File: config.mk
export PLATFORM = sky130hd
export DESIGN_NAME = undirected_graph_stats_engine
export DESIGN_NICKNAME = d
export VERILOG_FILES = /design/src/rtl/ugse_pkg.sv /design/src/rtl/undirected_graph_stats_engine.sv
export SDC_FILE = /design/constraint.sdc
export NUM_CORES = 1
export LEC_CHECK = 0
export ABC_AREA = 1
export BUFFER_PORTS_ARGS = -buffer_cell sky130_fd_sc_hd__buf_2
export CORE_MARGIN = 2
export CORE_UTILIZATION = 30
export CTS_BUF_LIST = sky130_fd_sc_hd__clkbuf_4
export DETAILED_ROUTE_END_ITERATION = 10
export PLACE_DENSITY_LB_ADDON = 0.1
export SLEW_MARGIN = 10
export SYNTH_ARGS = -nofsm -noshare
export SYNTH_HDL_FRONTEND = slang
export SYNTH_SLANG_ARGS = --single-unit
File: constraint.sdc
create_clock -name i_clk -period 13.4 [get_ports i_clk]
set_clock_uncertainty 0.05 [all_clocks]
set_input_delay 0.67 -clock i_clk [delete_from_list [all_inputs] [get_ports i_clk]]
set_output_delay 0.67 -clock i_clk [all_outputs]
set_load 0.05 [all_outputs]
File: src/rtl/ugse_pkg.sv
// Package for the undirected graph statistics engine.
// Holds shared constants and the sequencer state type; no dependencies.
package ugse_pkg;

    localparam int MaxVerts = 16;
    localparam logic [15:0] AbsentWeight = 16'd9999;

    typedef enum logic [2:0] {
        ST_IDLE,
        ST_UPDATE,
        ST_SCAN,
        ST_DFS_ROOT,
        ST_DFS_STEP,
        ST_DONE
    } t_state;

endpackage

File: src/rtl/undirected_graph_stats_engine.sv
// Undirected graph statistics engine: presence matrix, row statistics and DFS cycle search.
// Sequence from acceptance to the strobe: an update, a row scan, a DFS cycle search
// and a done state; a cycle found ends the search early.
// Busy throughout, one transaction at a time; the next is accepted in the cycle after the strobe.
// Synchronous active-low reset clears control, vertex count and the matrix at once.
// Depends on ugse_pkg.
module undirected_graph_stats_engine #(
    parameter int MAX_VERTS = ugse_pkg::MaxVerts
) (
    input  logic        i_clk,
    input  logic        i_rst_n,
    input  logic        i_cfg_we,
    input  logic [4:0]  i_cfg_wdata,
    input  logic        start,
    output logic        busy,
    input  logic        i_op,
    input  logic [3:0]  i_source_vertex,
    input  logic [3:0]  i_target_vertex,
    input  logic signed [15:0] i_edge_weight,
    output logic        o_strobe,
    output logic        o_bad_vertex,
    output logic [4:0]  o_vertices_reported,
    output logic [6:0]  o_edge_total,
    output logic        o_has_cycle,
    output logic [4:0]  o_odd_degree_total,
    output logic [4:0]  o_even_degree_total,
    output logic        o_is_complete
);
    localparam int VW = $clog2(MAX_VERTS);
    localparam int NW = $clog2(MAX_VERTS + 1);
    localparam int EW = $clog2(MAX_VERTS * (MAX_VERTS - 1) / 2 + 1);

    ugse_pkg::t_state r_state, n_state;

    logic [MAX_VERTS-1:0] r_adj [MAX_VERTS];
    logic [4:0]    r_vcount;
    logic [NW-1:0] n_used;
    logic          r_op;
    logic [3:0]    r_src, r_tgt;
    logic [15:0]   r_wt;
    logic          r_bad;
    logic [VW:0]   r_row;
    logic [EW-1:0] r_edges;
    logic [NW-1:0] r_odd, r_even;
    logic [MAX_VERTS-1:0] r_vis;
    // Stack frame: vertex, parent with a valid flag, next column.
    logic [VW-1:0] r_stk_v   [MAX_VERTS];
    logic [VW-1:0] r_stk_p   [MAX_VERTS];
    logic          r_stk_hp  [MAX_VERTS];
    logic [VW:0]   r_stk_nx  [MAX_VERTS];
    logic [VW:0]   r_depth;
    logic          r_cyc;

    logic [MAX_VERTS-1:0] w_mask, w_row;
    logic [EW-1:0] w_upper;
    logic [VW-1:0] w_top;
    logic [VW-1:0] w_cv, w_cp;
    logic          w_chp;
    logic [VW:0]   w_cnx;
    logic [EW-1:0] w_full;
    logic          w_src_ok, w_tgt_ok;

    always_comb begin
        if (int'(r_vcount) > MAX_VERTS) n_used = NW'(MAX_VERTS);
        else n_used = NW'(r_vcount);
    end

    always_comb begin
        for (int k = 0; k < MAX_VERTS; k++) w_mask[k] = (k < int'(n_used));
    end

    assign w_src_ok = (int'(r_src) < int'(n_used)) && (int'(r_src) < MAX_VERTS);
    assign w_tgt_ok = (int'(r_tgt) < int'(n_used)) && (int'(r_tgt) < MAX_VERTS);

    // Row under scan, restricted to columns in use; upper part counts edges.
    always_comb begin
        w_row = r_adj[r_row[VW-1:0]] & w_mask;
        w_upper = '0;
        for (int k = 0; k < MAX_VERTS; k++)
            if (k > int'(r_row)) w_upper = w_upper + EW'(w_row[k]);
    end

    assign w_top = VW'(r_depth - 1'b1);
    assign w_cv  = r_stk_v[w_top];
    assign w_cp  = r_stk_p[w_top];
    assign w_chp = r_stk_hp[w_top];
    assign w_cnx = r_stk_nx[w_top];
    assign w_full = EW'((32'(n_used) * (32'(n_used) - 1)) >> 1);

    always_comb begin
        n_state = r_state;
        case (r_state)
            ugse_pkg::ST_IDLE:     if (start) n_state = ugse_pkg::ST_UPDATE;
            ugse_pkg::ST_UPDATE:   n_state = ugse_pkg::ST_SCAN;
            ugse_pkg::ST_SCAN:
                if (r_row >= (VW+1)'(n_used)) n_state = ugse_pkg::ST_DFS_ROOT;
            ugse_pkg::ST_DFS_ROOT: begin
                if (r_cyc || r_row >= (VW+1)'(n_used)) n_state = ugse_pkg::ST_DONE;
                else if (!r_vis[r_row[VW-1:0]]) n_state = ugse_pkg::ST_DFS_STEP;
            end
            ugse_pkg::ST_DFS_STEP: begin
                if (r_depth == '0) n_state = ugse_pkg::ST_DFS_ROOT;
                else if (w_cnx < (VW+1)'(n_used) && r_adj[w_cv][w_cnx[VW-1:0]]
                         && r_vis[w_cnx[VW-1:0]]
                         && !(w_chp && w_cp == w_cnx[VW-1:0]))
                    n_state = ugse_pkg::ST_DONE;
            end
            ugse_pkg::ST_DONE:     n_state = ugse_pkg::ST_IDLE;
            default:               n_state = ugse_pkg::ST_IDLE;
        endcase
    end

    always_comb begin
        busy     = (r_state != ugse_pkg::ST_IDLE);
        o_strobe = (r_state == ugse_pkg::ST_DONE);
    end

    always_ff @(posedge i_clk) begin
        if (!i_rst_n) r_state <= ugse_pkg::ST_IDLE;
        else r_state <= n_state;
    end

    always_ff @(posedge i_clk) begin
        if (!i_rst_n) begin
            r_vcount <= '0;
            for (int k = 0; k < MAX_VERTS; k++) r_adj[k] <= '0;
        end else if (i_cfg_we) begin
            r_vcount <= i_cfg_wdata;
            for (int k = 0; k < MAX_VERTS; k++) r_adj[k] <= '0;
        end else if (r_state == ugse_pkg::ST_UPDATE && !r_op && w_src_ok && w_tgt_ok) begin
            r_adj[VW'(r_src)][VW'(r_tgt)] <= (r_wt != ugse_pkg::AbsentWeight);
            r_adj[VW'(r_tgt)][VW'(r_src)] <= (r_wt != ugse_pkg::AbsentWeight);
        end
    end

    always_ff @(posedge i_clk) begin
        if (!i_rst_n) begin
            r_depth <= '0;
            r_vis   <= '0;
            r_cyc   <= 1'b0;
        end else begin
            case (r_state)
                ugse_pkg::ST_IDLE: if (start) begin
                    r_op  <= i_op;
                    r_src <= i_source_vertex;
                    r_tgt <= i_target_vertex;
                    r_wt  <= i_edge_weight;
                end
                ugse_pkg::ST_UPDATE: begin
                    r_bad   <= !r_op && !(w_src_ok && w_tgt_ok);
                    r_row   <= '0;
                    r_edges <= '0;
                    r_odd   <= '0;
                    r_even  <= '0;
                end
                ugse_pkg::ST_SCAN: begin
                    if (r_row < (VW+1)'(n_used)) begin
                        r_edges <= r_edges + w_upper;
                        if (^w_row) r_odd <= r_odd + 1'b1;
                        else r_even <= r_even + 1'b1;
                        r_row <= r_row + 1'b1;
                    end else begin
                        r_row   <= '0;
                        r_vis   <= '0;
                        r_depth <= '0;
                        r_cyc   <= 1'b0;
                    end
                end
                ugse_pkg::ST_DFS_ROOT: begin
                    if (r_row < (VW+1)'(n_used) && !r_cyc) begin
                        if (!r_vis[r_row[VW-1:0]]) begin
                            r_stk_v[0]  <= r_row[VW-1:0];
                            r_stk_hp[0] <= 1'b0;
                            r_stk_p[0]  <= '0;
                            r_stk_nx[0] <= '0;
                            r_depth     <= (VW+1)'(1);
                            r_vis[r_row[VW-1:0]] <= 1'b1;
                        end
                        r_row <= r_row + 1'b1;
                    end
                end
                ugse_pkg::ST_DFS_STEP: begin
                    if (r_depth != '0) begin
                        if (w_cnx >= (VW+1)'(n_used)) begin
                            r_depth <= r_depth - 1'b1;
                        end else begin
                            r_stk_nx[w_top] <= w_cnx + 1'b1;
                            if (r_adj[w_cv][w_cnx[VW-1:0]]) begin
                                if (!r_vis[w_cnx[VW-1:0]]) begin
                                    r_stk_v[r_depth[VW-1:0]]  <= w_cnx[VW-1:0];
                                    r_stk_p[r_depth[VW-1:0]]  <= w_cv;
                                    r_stk_hp[r_depth[VW-1:0]] <= 1'b1;
                                    r_stk_nx[r_depth[VW-1:0]] <= '0;
                                    r_depth <= r_depth + 1'b1;
                                    r_vis[w_cnx[VW-1:0]] <= 1'b1;
                                end else if (!(w_chp && w_cp == w_cnx[VW-1:0])) begin
                                    r_cyc <= 1'b1;
                                end
                            end
                        end
                    end
                end
                default: ;
            endcase
        end
    end

    // A new vertex is pushed only when unvisited, so depth never exceeds the vertex count.
    always_comb begin
        o_bad_vertex        = r_bad;
        o_vertices_reported = 5'(n_used);
        o_edge_total        = 7'(r_edges);
        o_has_cycle         = r_cyc;
        o_odd_degree_total  = 5'(r_odd);
        o_even_degree_total = 5'(r_even);
        o_is_complete       = (r_edges == w_full);
    end

endmodule
==> impl_metrics.py, run 1 <==
metrics = {
    "clock_network": {
        "cts_sinks": 562,
        "clk_path_buf_depth": 3,
        "clk_latency_ps": 1080,
        "cts_root_buf": "clkbuf_4",
        "cts_tree": "yes",
        "cts.clk_slew.worst_paths_ps": 60,
        "h-tree-depth": 4,
        "numCtsBuffers": 170,
    },
    "drt": {
        "drt_wl_total_mm": 128.6,
        "highest_layer": "met5",
        "drt-initial-drc-count": 3103,
        "vias": 31012,
        "met2_length_mm": 57.19,
        "avgViaCountPerCell": 5.154,
        "dr_wl_met3_mm": 8.551,
        "drt-met1-wl_mm": 59.61,
        "ant_nets": 0,
        "route.detailed.drc": 0,
        "routedWlPerCell_um": 21.38,
        "dr.pass1.iters": 6,
    },
    "critical_path": {
        "reg2reg_to": "o_edge_total[6]",
        "cpPeakStageDelay_ps": 580,
        "reg2reg_setup_slack_ps": 2330,
        "worstRegToRegCells": 67,
        "arrival_ps": 11810,
        "worstPathRequired_ps": 14140,
        "worstSetupEndpointType": "flip-flop",
        "cp_slowest_cell": "clkinv_1",
        "path_max_fanout": 17,
        "cp-start-kind": "flip-flop",
        "critical_path_class": "flip-flop to flip-flop",
    },
    "synthesis": {
        "syn_inst": 4310,
        "synth-edff-count": 448,
        "synth_area_leaders": "edfxtp_1, nand2_1, dfxtp_1, nor2_1, inv_1",
        "synth.yosys.warnings": 0,
        "syn_area_um2": 34030,
        "postSynthAreaPerCell_um2": 7.894,
        "synth.net_count": 4439,
        "yosysTopAreaCellShare": 0.3954,
        "async_flop_share": 0,
        "seq_area_frac_synth": 0.4625,
        "synth_seq_cells": 562,
        "synthFlopType": "edfxtp_1",
        "synth_cell_types": 67,
        "synth_area_leader_cell": "edfxtp_1",
    },
    "finish": {
        "fin_nets": 4512,
        "syn2layout_area_growth_pct": 12.13,
        "num-fill-cells": 11960,
        "drive_above_1_share": 0.1170,
        "layout_common_cells": "nand2_1, nor2_1, edfxtp_1, inv_1, o21ai_0",
        "final_common_cell": "nand2_1",
    },
    "run": {
        "cap_violations": 0,
    },
    "sta": {
        "hold_violations": 0,
        "fmax_mhz": 90.31,
        "maxSlewViolCount": 0,
        "period_minus_slack_ps": 11070,
        "period_share": 0.8263,
        "relSlewSlack": 0.2597,
        "rsz0062_at_grt": "false",
        "setup_viol": 0,
        "worst_slew_pin_slew_ps": 1104,
        "setup_tns_ps": 0,
    },
    "status": {
        "status": "finished clean",
    },
    "placed_design": {
        "gp_congestion": 0.8436,
        "numPortBuffers": 60,
        "hpwl_mm": 86.33,
    },
    "grt": {
        "grt_pass1_vias": 29575,
        "grt_overflow": 0,
        "grt_pass1_wl_mm": 192.4,
        "grt_start_max_net_pins": 180,
        "globalRouteTotalUtil": 0.2192,
        "antenna_found_initial": 5,
    },
    "floorplan": {
        "dieHeight_um": 340.8,
        "start_util": 0.3024,
        "core_um2": 112500,
        "placementRows": 123,
        "die-area_um2": 116100,
        "die_w_um": 340.8,
        "ios": 61,
    },
    "hold_path": {
        "hold_class": "input pin to flip-flop",
        "hold_path_depth": 2,
        "hp-start": "i_op",
        "hold_path_end": "r_op",
    },
}
-- flip-flops by register name, indices dropped and copies added, names as in the netlist, named ones only --
signal and flops:
o_odd_degree_total 5, r_adj 256, r_stk_nx 80, o_even_degree_total 5
r_stk_p 64, r_depth 5, o_has_cycle 1, r_stk_hp 16
r_wt 16, r_src 4, o_bad_vertex 1, r_tgt 4
r_stk_v 64, r_vis 16, o_edge_total 7, r_state 3
r_op 1, r_vcount 5, r_row 5
-- worst max path at each step --
stage	start	end	depth (start not counted)
after floorplan	r_vcount[0]	o_edge_total[6]	67
after global placement	flip-flop	o_edge_total[6]	67
after detailed placement	flip-flop	o_edge_total[6]	65
after CTS	flip-flop	o_edge_total[6]	65
after global routing	r_vcount[4]	o_edge_total[6]	68
final	flip-flop	o_edge_total[6]	67
-- per-stage QoR --
step	std cells	utilization	hold slack, ps	instance area [um2]	setup WS [ps]
finish	6017	0.3391	273.3	38150	2327
global route	6017	0.3391	174.3	38150	1196
detailed placement	5671	0.3161	412.3	35560	2436
floorplan	4310	-	390.1	34030	2959
CTS	6014	0.3391	141.7	38150	2385
global placement	5671	0.3161	413.7	35560	2509
-- kinds of logic after synthesis --
logic type	synth area share
muxes	0.0006619
xor gates and xnor gates	0.01294
buffers and inverters	0.08627
adders and majority gates	0.03780
DFF	0.4625
other	0.0001102
and+or+nand+nor	0.2452
AOI/OAI and AO/OA	0.1545
-- layout make-up --
type | instances | area [um2] | area share
flip-flops and latches | 562 | 15750 | 0.4127
multi-input cells | 3013 | 15400 | 0.4037
clock buffers | 259 | 1944 | 0.05096
well taps | 1500 | 1877 | 0.04919
inverters | 482 | 1815 | 0.04758
repair buffers | 154 | 1119 | 0.02932
clock inverters | 44 | 241.5 | 0.006329
diodes | 3 | 7.507 | 0.0001968
-- Yosys cell counts, types with 15 or more instances --
cell	n
a21oi_1	256
a221oi_1	24
a22oi_1	35
buf_2	47
buf_4	16
clkbuf_1	174
dfxtp_1	114
edfxtp_1	448
ha_1	82
inv_1	448
inv_2	23
nand2_1	987
nand2_2	30
nand3_1	231
nand3_2	29
nor2_1	606
nor3_1	35
o211ai_1	43
o21ai_0	288
o221ai_1	28
o22ai_1	129
xnor2_1	15
xor2_1	29
-- worst max-delay path, delay by kind of cell (launching register included) --
family | cells | cell delay (ps)
and+or+nand+nor | 29 | 2870
xor gates and xnor gates | 1 | 170
muxes | 1 | 260
AOI/OAI and AO/OA | 5 | 830
buffers and inverters | 16 | 1790
DFF | 1 | 540
adders and majority gates | 15 | 4260
-- metal layers --
layer,vias up,GRT usage
li1,14788,-
met1,14871,0.3109
met2,1147,0.3383
met3,204,0.03855
met4,2,0.06883
met5,-,0
-- repair_timing --
item,4_1_cts,5_1_grt
resized for setup,0,0
setup buffers,0,0
hold buffers,40,0
endpoints found under the hold margin,60,0
Power of run 1 is not shown: default switching activity piles up to over one toggle a cycle in this logic, so the estimate is an artifact.
==> inputs of run 2 (changes only) <==
Settings changed: ABC_AREA 1 to 0.
Clock period 13.4 ns to 10.77 ns, I/O delays scaled along.
==> run 2 against run 1 <==
Compared with the run above: global-route usage is 1.6 points lower; register-to-register slack worse by 1900 ps; synthesized cell count fell by 32%; critical endpoint unchanged; largest cell class is now multi-input combinational cells.
==> impl_metrics.py, run 2 <==
metrics = {
    "synthesis": {
        "postSynthAreaPerCell_um2": 11.28,
        "synth_area_leader_cell": "edfxtp_1",
        "synth.yosys.warnings": 0,
        "syn_inst": 2911,
        "synth-compound-area-share": 0.1244,
        "ys_top_cells_by_count": "edfxtp_1, nor2_1, o21ai_0",
        "yosys.area_share.simple": 0.1140,
        "synth.net_count": 3040,
        "synth-edff-count": 448,
        "synth_xor_area_frac": 0.02771,
        "synthFlopType": "edfxtp_1",
        "synth_area_leaders": "edfxtp_1, mux4_2, dfxtp_1, mux2i_1, nor2_1",
        "synth_most_common_cell": "edfxtp_1",
        "yosysTopAreaCellShare": 0.4098,
        "synth_seq_cells": 562,
        "synth_top_family_by_area": "multiplexers",
        "synth-adder-area-share": 0.03949,
        "async_flop_share": 0,
        "syn_area_um2": 32830,
        "seq_area_frac_synth": 0.4793,
        "synth_cell_types": 94,
        "muxShareOfSynthArea": 0.1781,
    },
    "critical_path": {
        "critical_path_class": "flip-flop to flip-flop",
        "cpPeakStageDelay_ps": 520,
        "cp_num_cells": 43,
        "cp_num_buf_inv": 1,
        "reg2reg_to": "o_edge_total[6]",
        "worstSetupEndpointType": "flip-flop",
        "worstPathRequired_ps": 11540,
        "worstRegToRegCells": 43,
        "cp_slowest_cell": "mux4_2",
        "arrival_ps": 11100,
        "path_max_fanout": 5,
        "crit_path_frequent_cell": "ha_1",
        "cp_top_family": "adder cells",
        "cp-start-kind": "flip-flop",
        "reg2reg_setup_slack_ps": 440,
    },
    "clock_network": {
        "h-tree-depth": 4,
        "clk_latency_ps": 1090,
        "cts_tree": "yes",
        "clk_path_buf_depth": 3,
        "cts.clk_slew.worst_paths_ps": 70,
        "cts_sinks": 562,
        "numCtsBuffers": 167,
        "cts_root_buf": "clkbuf_4",
    },
    "finish": {
        "regMostFlops": "r_adj",
        "drive_above_1_share": 0.2336,
        "largest_reg_flops": 256,
        "syn2layout_area_growth_pct": 14.90,
        "layout_common_cells": "edfxtp_1, nor2_1, o21ai_0, clkbuf_4, nand2_1",
        "num-fill-cells": 10840,
        "fin_nets": 3192,
        "utilization": 0.3470,
        "reg_top3": "r_adj: 256 flops, r_stk_nx: 80 flops",
        "final_common_cell": "edfxtp_1",
    },
    "placed_design": {
        "gp_congestion": 0.8311,
        "numPortBuffers": 60,
        "hpwl_mm": 76.36,
    },
    "sta": {
        "setup_viol": 0,
        "worst_slew_pin_slew_ps": 1302,
        "hold_violations": 0,
        "setup_tns_ps": 0,
        "maxSlewViolCount": 0,
        "fmax_mhz": 96.77,
        "relSlewSlack": 0.1309,
        "hold_slack_ps": 121.1,
        "period_minus_slack_ps": 10330,
        "period_share": 0.9595,
    },
    "floorplan": {
        "ios": 61,
        "die-area_um2": 112100,
        "core_um2": 108700,
        "start_util": 0.3020,
        "dieHeight_um": 334.8,
        "placementRows": 121,
        "die_w_um": 334.8,
    },
    "power_and_ir_drop": {
        "p_sw_frac": 0.4060,
        "p_clk_frac": 0.256,
        "pwr-share-comb": 0.415,
        "powerDensity_nw_per_um2": 211.5,
        "seq_power_share": 0.328,
        "peakVddDrop_mv": 0.09975,
        "cellLeakagePower_nw": 13.46,
        "power.switching_mw": 3.238,
        "p_total_mw": 7.976,
        "intPower_mw": 4.738,
    },
    "grt": {
        "globalRouteTotalUtil": 0.2032,
        "grt_pass1_vias": 25522,
        "grt_overflow": 0,
        "grt_start_max_net_pins": 204,
        "grt_pass1_wl_mm": 169.1,
        "antenna_found_initial": 6,
    },
    "drt": {
        "drt_wl_total_mm": 113.9,
        "avgViaCountPerCell": 5.508,
        "route.detailed.drc": 0,
        "drt-initial-drc-count": 2146,
        "dr.pass1.iters": 7,
        "vias": 25276,
        "ant_nets": 0,
        "routedWlPerCell_um": 24.82,
    },
    "hold_path": {
        "hold_class": "input pin to flip-flop",
        "hold_path_depth": 2,
        "hold_path_end": "r_src[2]",
        "hp-start": "i_source_vertex[2]",
    },
    "run": {
        "cap_violations": 0,
    },
    "status": {
        "status": "finished clean",
    },
}
run 2: changes by cell type in the layout (fill, tap and decap cells not counted), sizes merged, moves of 35 or more:
cell,before,now
o21ai,305,244
a21oi,256,142
mux2,2,51
buf,114,182
nand2,1022,198
nor2,618,378
mux4,0,155
o22ai,129,18
inv,474,45
mux2i,0,178
and2,0,35
a22oi,35,122
nand3,263,40
run 2: stage by stage:
step                      cells  setup WS (ps)  instance area [um2]
after global routing       4588       -0.09237                37720
final                      4589          435.8                37720
after CTS                  4580          47.01                37570
after floorplan            2911          20.90                32830
after global placement     4253         -54.82                35010
after detailed placement   4253          30.17                35010
run 2: cell type report:
type,instances,area (um2),share of cell area
clock buffer,233,1749,0.04637
antenna,7,17.52,0.0004644
timing repair buffer,232,1770,0.04694
sequential,562,15750,0.4175
tap,1414,1769,0.04690
inverter,40,150.1,0.003980
multi-input combinational,2060,16250,0.4307
clock inverter,41,271.5,0.007198
run 2: metal layers:
metal  track usage  share of wire
met5             0        0.00024
met4       0.07461          0.033
met3       0.04389          0.060
met2        0.3239           0.47
met1        0.2709           0.44
run 2: worst register-to-register path, delay by kind of cell (launching register included):
| kind | cells | cell delay [ps] |
|---|---|---|
| AO/OA/AOI/OAI | 7 | 1050 |
| XOR/XNOR | 3 | 440 |
| adder cells (fa/ha/maj) | 16 | 4510 |
| buffers and inverters | 1 | 130 |
| flip-flops | 1 | 370 |
| multiplexers | 6 | 2100 |
| AND/OR/NAND/NOR | 10 | 1430 |
run 2: how the worst max path moves through the flow:
stage / from / endpoint
floorplan: flip-flop / o_edge_total[6]
global placement: flip-flop / o_edge_total[6]
detailed placement: flip-flop / o_edge_total[6]
CTS: flip-flop / o_edge_total[6]
global route: flip-flop / o_edge_total[6]
finish: flip-flop / o_edge_total[6]
run 2: power by group through the flow:
stage,Combinational (mW),Clock [mW],Sequential [mW]
after floorplan,2.14,0,2.64
after CTS,3.33,2.13,2.62
after global routing,3.53,2.24,2.64
after detailed placement,3.28,0,2.68
final,3.31,2.04,2.62
after global placement,3.28,0,2.67
run 2: logic make-up (layout without fill, tap and decap cells):
| group | count (synthesis) | after routing |
|---|---|---|
| compound gates | 661 | 661 |
| xor+xnor | 83 | 83 |
| fa+ha+maj | 96 | 96 |
| buf+inv | 289 | 546 |
| flops | 562 | 562 |
| mux | 384 | 384 |
| other cells | 1 | 8 |
| simple gates | 835 | 835 |
run 2: timing repair:
item / in CTS / in global routing
setup endpoints to repair: 1 / 3
hold buffers: 50 / 0
hold endpoints to repair: 38 / 0
gates resized for setup: 0 / 27
pin swaps: 0 / 15
setup buffers: 3 / 2
Note: power is estimated with default switching activity, not from simulation.
==> inputs of run 3 (changes only) <==
Settings changed: PLACE_DENSITY set to 0.41, PLACE_DENSITY_LB_ADDON 0.1 to not set.
Clock period 10.77 ns to 13 ns, I/O delays scaled along.
==> run 3 against run 2 <==
Compared with the run above: core utilization decreased by 0.54 points; via count fell by 0.68%; combinational power fell by 21%; worst setup slack better by 1000 ps; final area fell by 1.5%; first-iteration DRC count is 2.1% higher; clock power shrank 16%; largest cell class unchanged; highest routed layer is now met4.
==> impl_metrics.py, run 3 (synthesized netlist as in run 2, its figures left out) <==
metrics = {
    "finish": {
        "regMostFlops": "r_adj",
        "utilization": 0.3416,
        "largest_reg_flops": 256,
        "layout_common_cells": "edfxtp_1, nor2_1, o21ai_0, clkbuf_4, nand2_1",
        "design_area_um2": 37140,
        "reg_top3": "r_adj: 256 flops, r_stk_nx: 80 flops",
        "fin_nets": 3125,
        "drive_above_1_share": 0.2138,
        "syn2layout_area_growth_pct": 13.12,
        "final_common_cell": "edfxtp_1",
    },
    "sta": {
        "maxSlewViolCount": 0,
        "worst_slack_ps": 1481,
        "setup_tns_ps": 0,
        "worst_slew_pin_slew_ps": 1377,
        "hold_violations": 0,
        "period_share": 0.8861,
        "period_minus_slack_ps": 11520,
        "setup_viol": 0,
        "rsz0062_at_grt": "false",
        "fmax_mhz": 86.81,
        "relSlewSlack": 0.08090,
    },
    "drt": {
        "drt-initial-drc-count": 2190,
        "ant_nets": 0,
        "vias": 25104,
        "route.detailed.drc": 0,
        "dr.pass1.iters": 5,
        "routedWlPerCell_um": 24.96,
        "drt_wl_total_mm": 113.0,
        "avgViaCountPerCell": 5.544,
    },
    "grt": {
        "grt_overflow": 0,
        "grt_pass1_vias": 25149,
        "grt_pass1_wl_mm": 166.5,
        "grt_start_max_net_pins": 204,
        "antenna_found_initial": 3,
        "globalRouteTotalUtil": 0.2000,
    },
    "critical_path": {
        "cp-start-kind": "flip-flop",
        "cp_slowest_cell": "dfxtp_1",
        "critical_path_class": "flip-flop to flip-flop",
        "cpPeakStageDelay_ps": 700,
        "arrival_ps": 12250,
        "path_max_fanout": 17,
        "worstPathRequired_ps": 13730,
        "crit_path_frequent_cell": "ha_1",
        "cp_top_family": "adder cells",
        "worstSetupEndpointType": "flip-flop",
        "cp_num_buf_inv": 2,
    },
    "placed_design": {
        "hpwl_mm": 71.67,
        "gp_congestion": 0.8549,
        "numPortBuffers": 60,
        "dp_slack_ps": 1522,
        "place_area_um2": 34630,
    },
    "clock_network": {
        "cts_root_buf": "clkbuf_4",
        "cts_resized": 0,
        "h-tree-depth": 4,
        "cts.clk_slew.worst_paths_ps": 60,
        "cts_tree": "yes",
        "clk_latency_ps": 1080,
        "clk_path_buf_depth": 3,
        "numCtsBuffers": 165,
        "post_cts_buffers": 0,
        "cts_hold_buf": 43,
        "cts_sinks": 562,
    },
    "power_and_ir_drop": {
        "cellLeakagePower_nw": 13.15,
        "powerDensity_nw_per_um2": 175.9,
        "p_total_mw": 6.532,
        "peakVddDrop_mv": 0.1654,
    },
    "run": {
        "cap_violations": 0,
    },
    "floorplan": {
        "die-area_um2": 112100,
        "start_util": 0.3020,
        "die_w_um": 334.8,
        "ios": 61,
        "core_um2": 108700,
        "placementRows": 121,
        "dieHeight_um": 334.8,
    },
    "status": {
        "status": "finished clean",
    },
    "hold_path": {
        "hold_class": "input pin to flip-flop",
    },
}
[run 3: cell types whose count changed in the layout (fill, tap and decap cells not counted), moves of 4 or more]
cell / previous run / this run
dlygate4sd3_1: 50 / 43
and2_4: 4 / 0
and2_1: 24 / 28
inv_8: 1 / 5
nor2_2: 13 / 17
and3_1: 16 / 20
diode_2: 7 / 3
buf_4: 117 / 62
clkbuf_4: 233 / 238
nor2_1: 363 / 359
and3_4: 4 / 0
ha_1: 77 / 81
ha_2: 5 / 1
clkinv_1: 26 / 31
[run 3: final cells by class]
class / count / area (um2)
antenna: 3 / 7.507
clock buffer: 238 / 1787
clock inverter: 44 / 276.5
fill: 10896 / 71570
inverter: 40 / 150.1
multi-input combinational: 2060 / 16160
sequential: 562 / 15750
tap: 1414 / 1769
timing repair buffer: 167 / 1236
[run 3: path summary, 6_finish.rpt]
path	from	endpoint	slack, ps	cells past startpoint
max	r_vcount[4]	o_edge_total[6]	1480	48
min	i_target_vertex[0]	r_tgt[0]	260	2
max reg2reg	r_vcount[4]	o_edge_total[6]	1480	48
min reg2reg	r_stk_nx[4][3]	r_stk_nx[4][3]	470	2
[run 3: power by group]
group / switching (mW) / internal, mW
logic: 1.66 / 0.951
clock network: 0.857 / 0.853
registers: 0.165 / 2.05
[run 3: metal layers]
| layer | vias up | global-route usage | wire length, um | part of all wire |
|---|---|---|---|---|
| li1 | 11222 | - | - | - |
| met5 | - | 0 | 0 | 0 |
| met4 | 0 | 0.07948 | 3519 | 0.031 |
| met3 | 196 | 0.03730 | 7384 | 0.065 |
| met2 | 962 | 0.3178 | 52650 | 0.47 |
| met1 | 12724 | 0.2690 | 49470 | 0.44 |
[run 3: metrics by stage]
| step | std cells | hold WS [ps] |
|---|---|---|
| after floorplan | 2911 | 432.4 |
| after global placement | 4200 | 448.8 |
| after detailed placement | 4200 | 459.8 |
| after CTS | 4525 | 98.28 |
| after global routing | 4528 | 172.5 |
| final | 4528 | 258.7 |
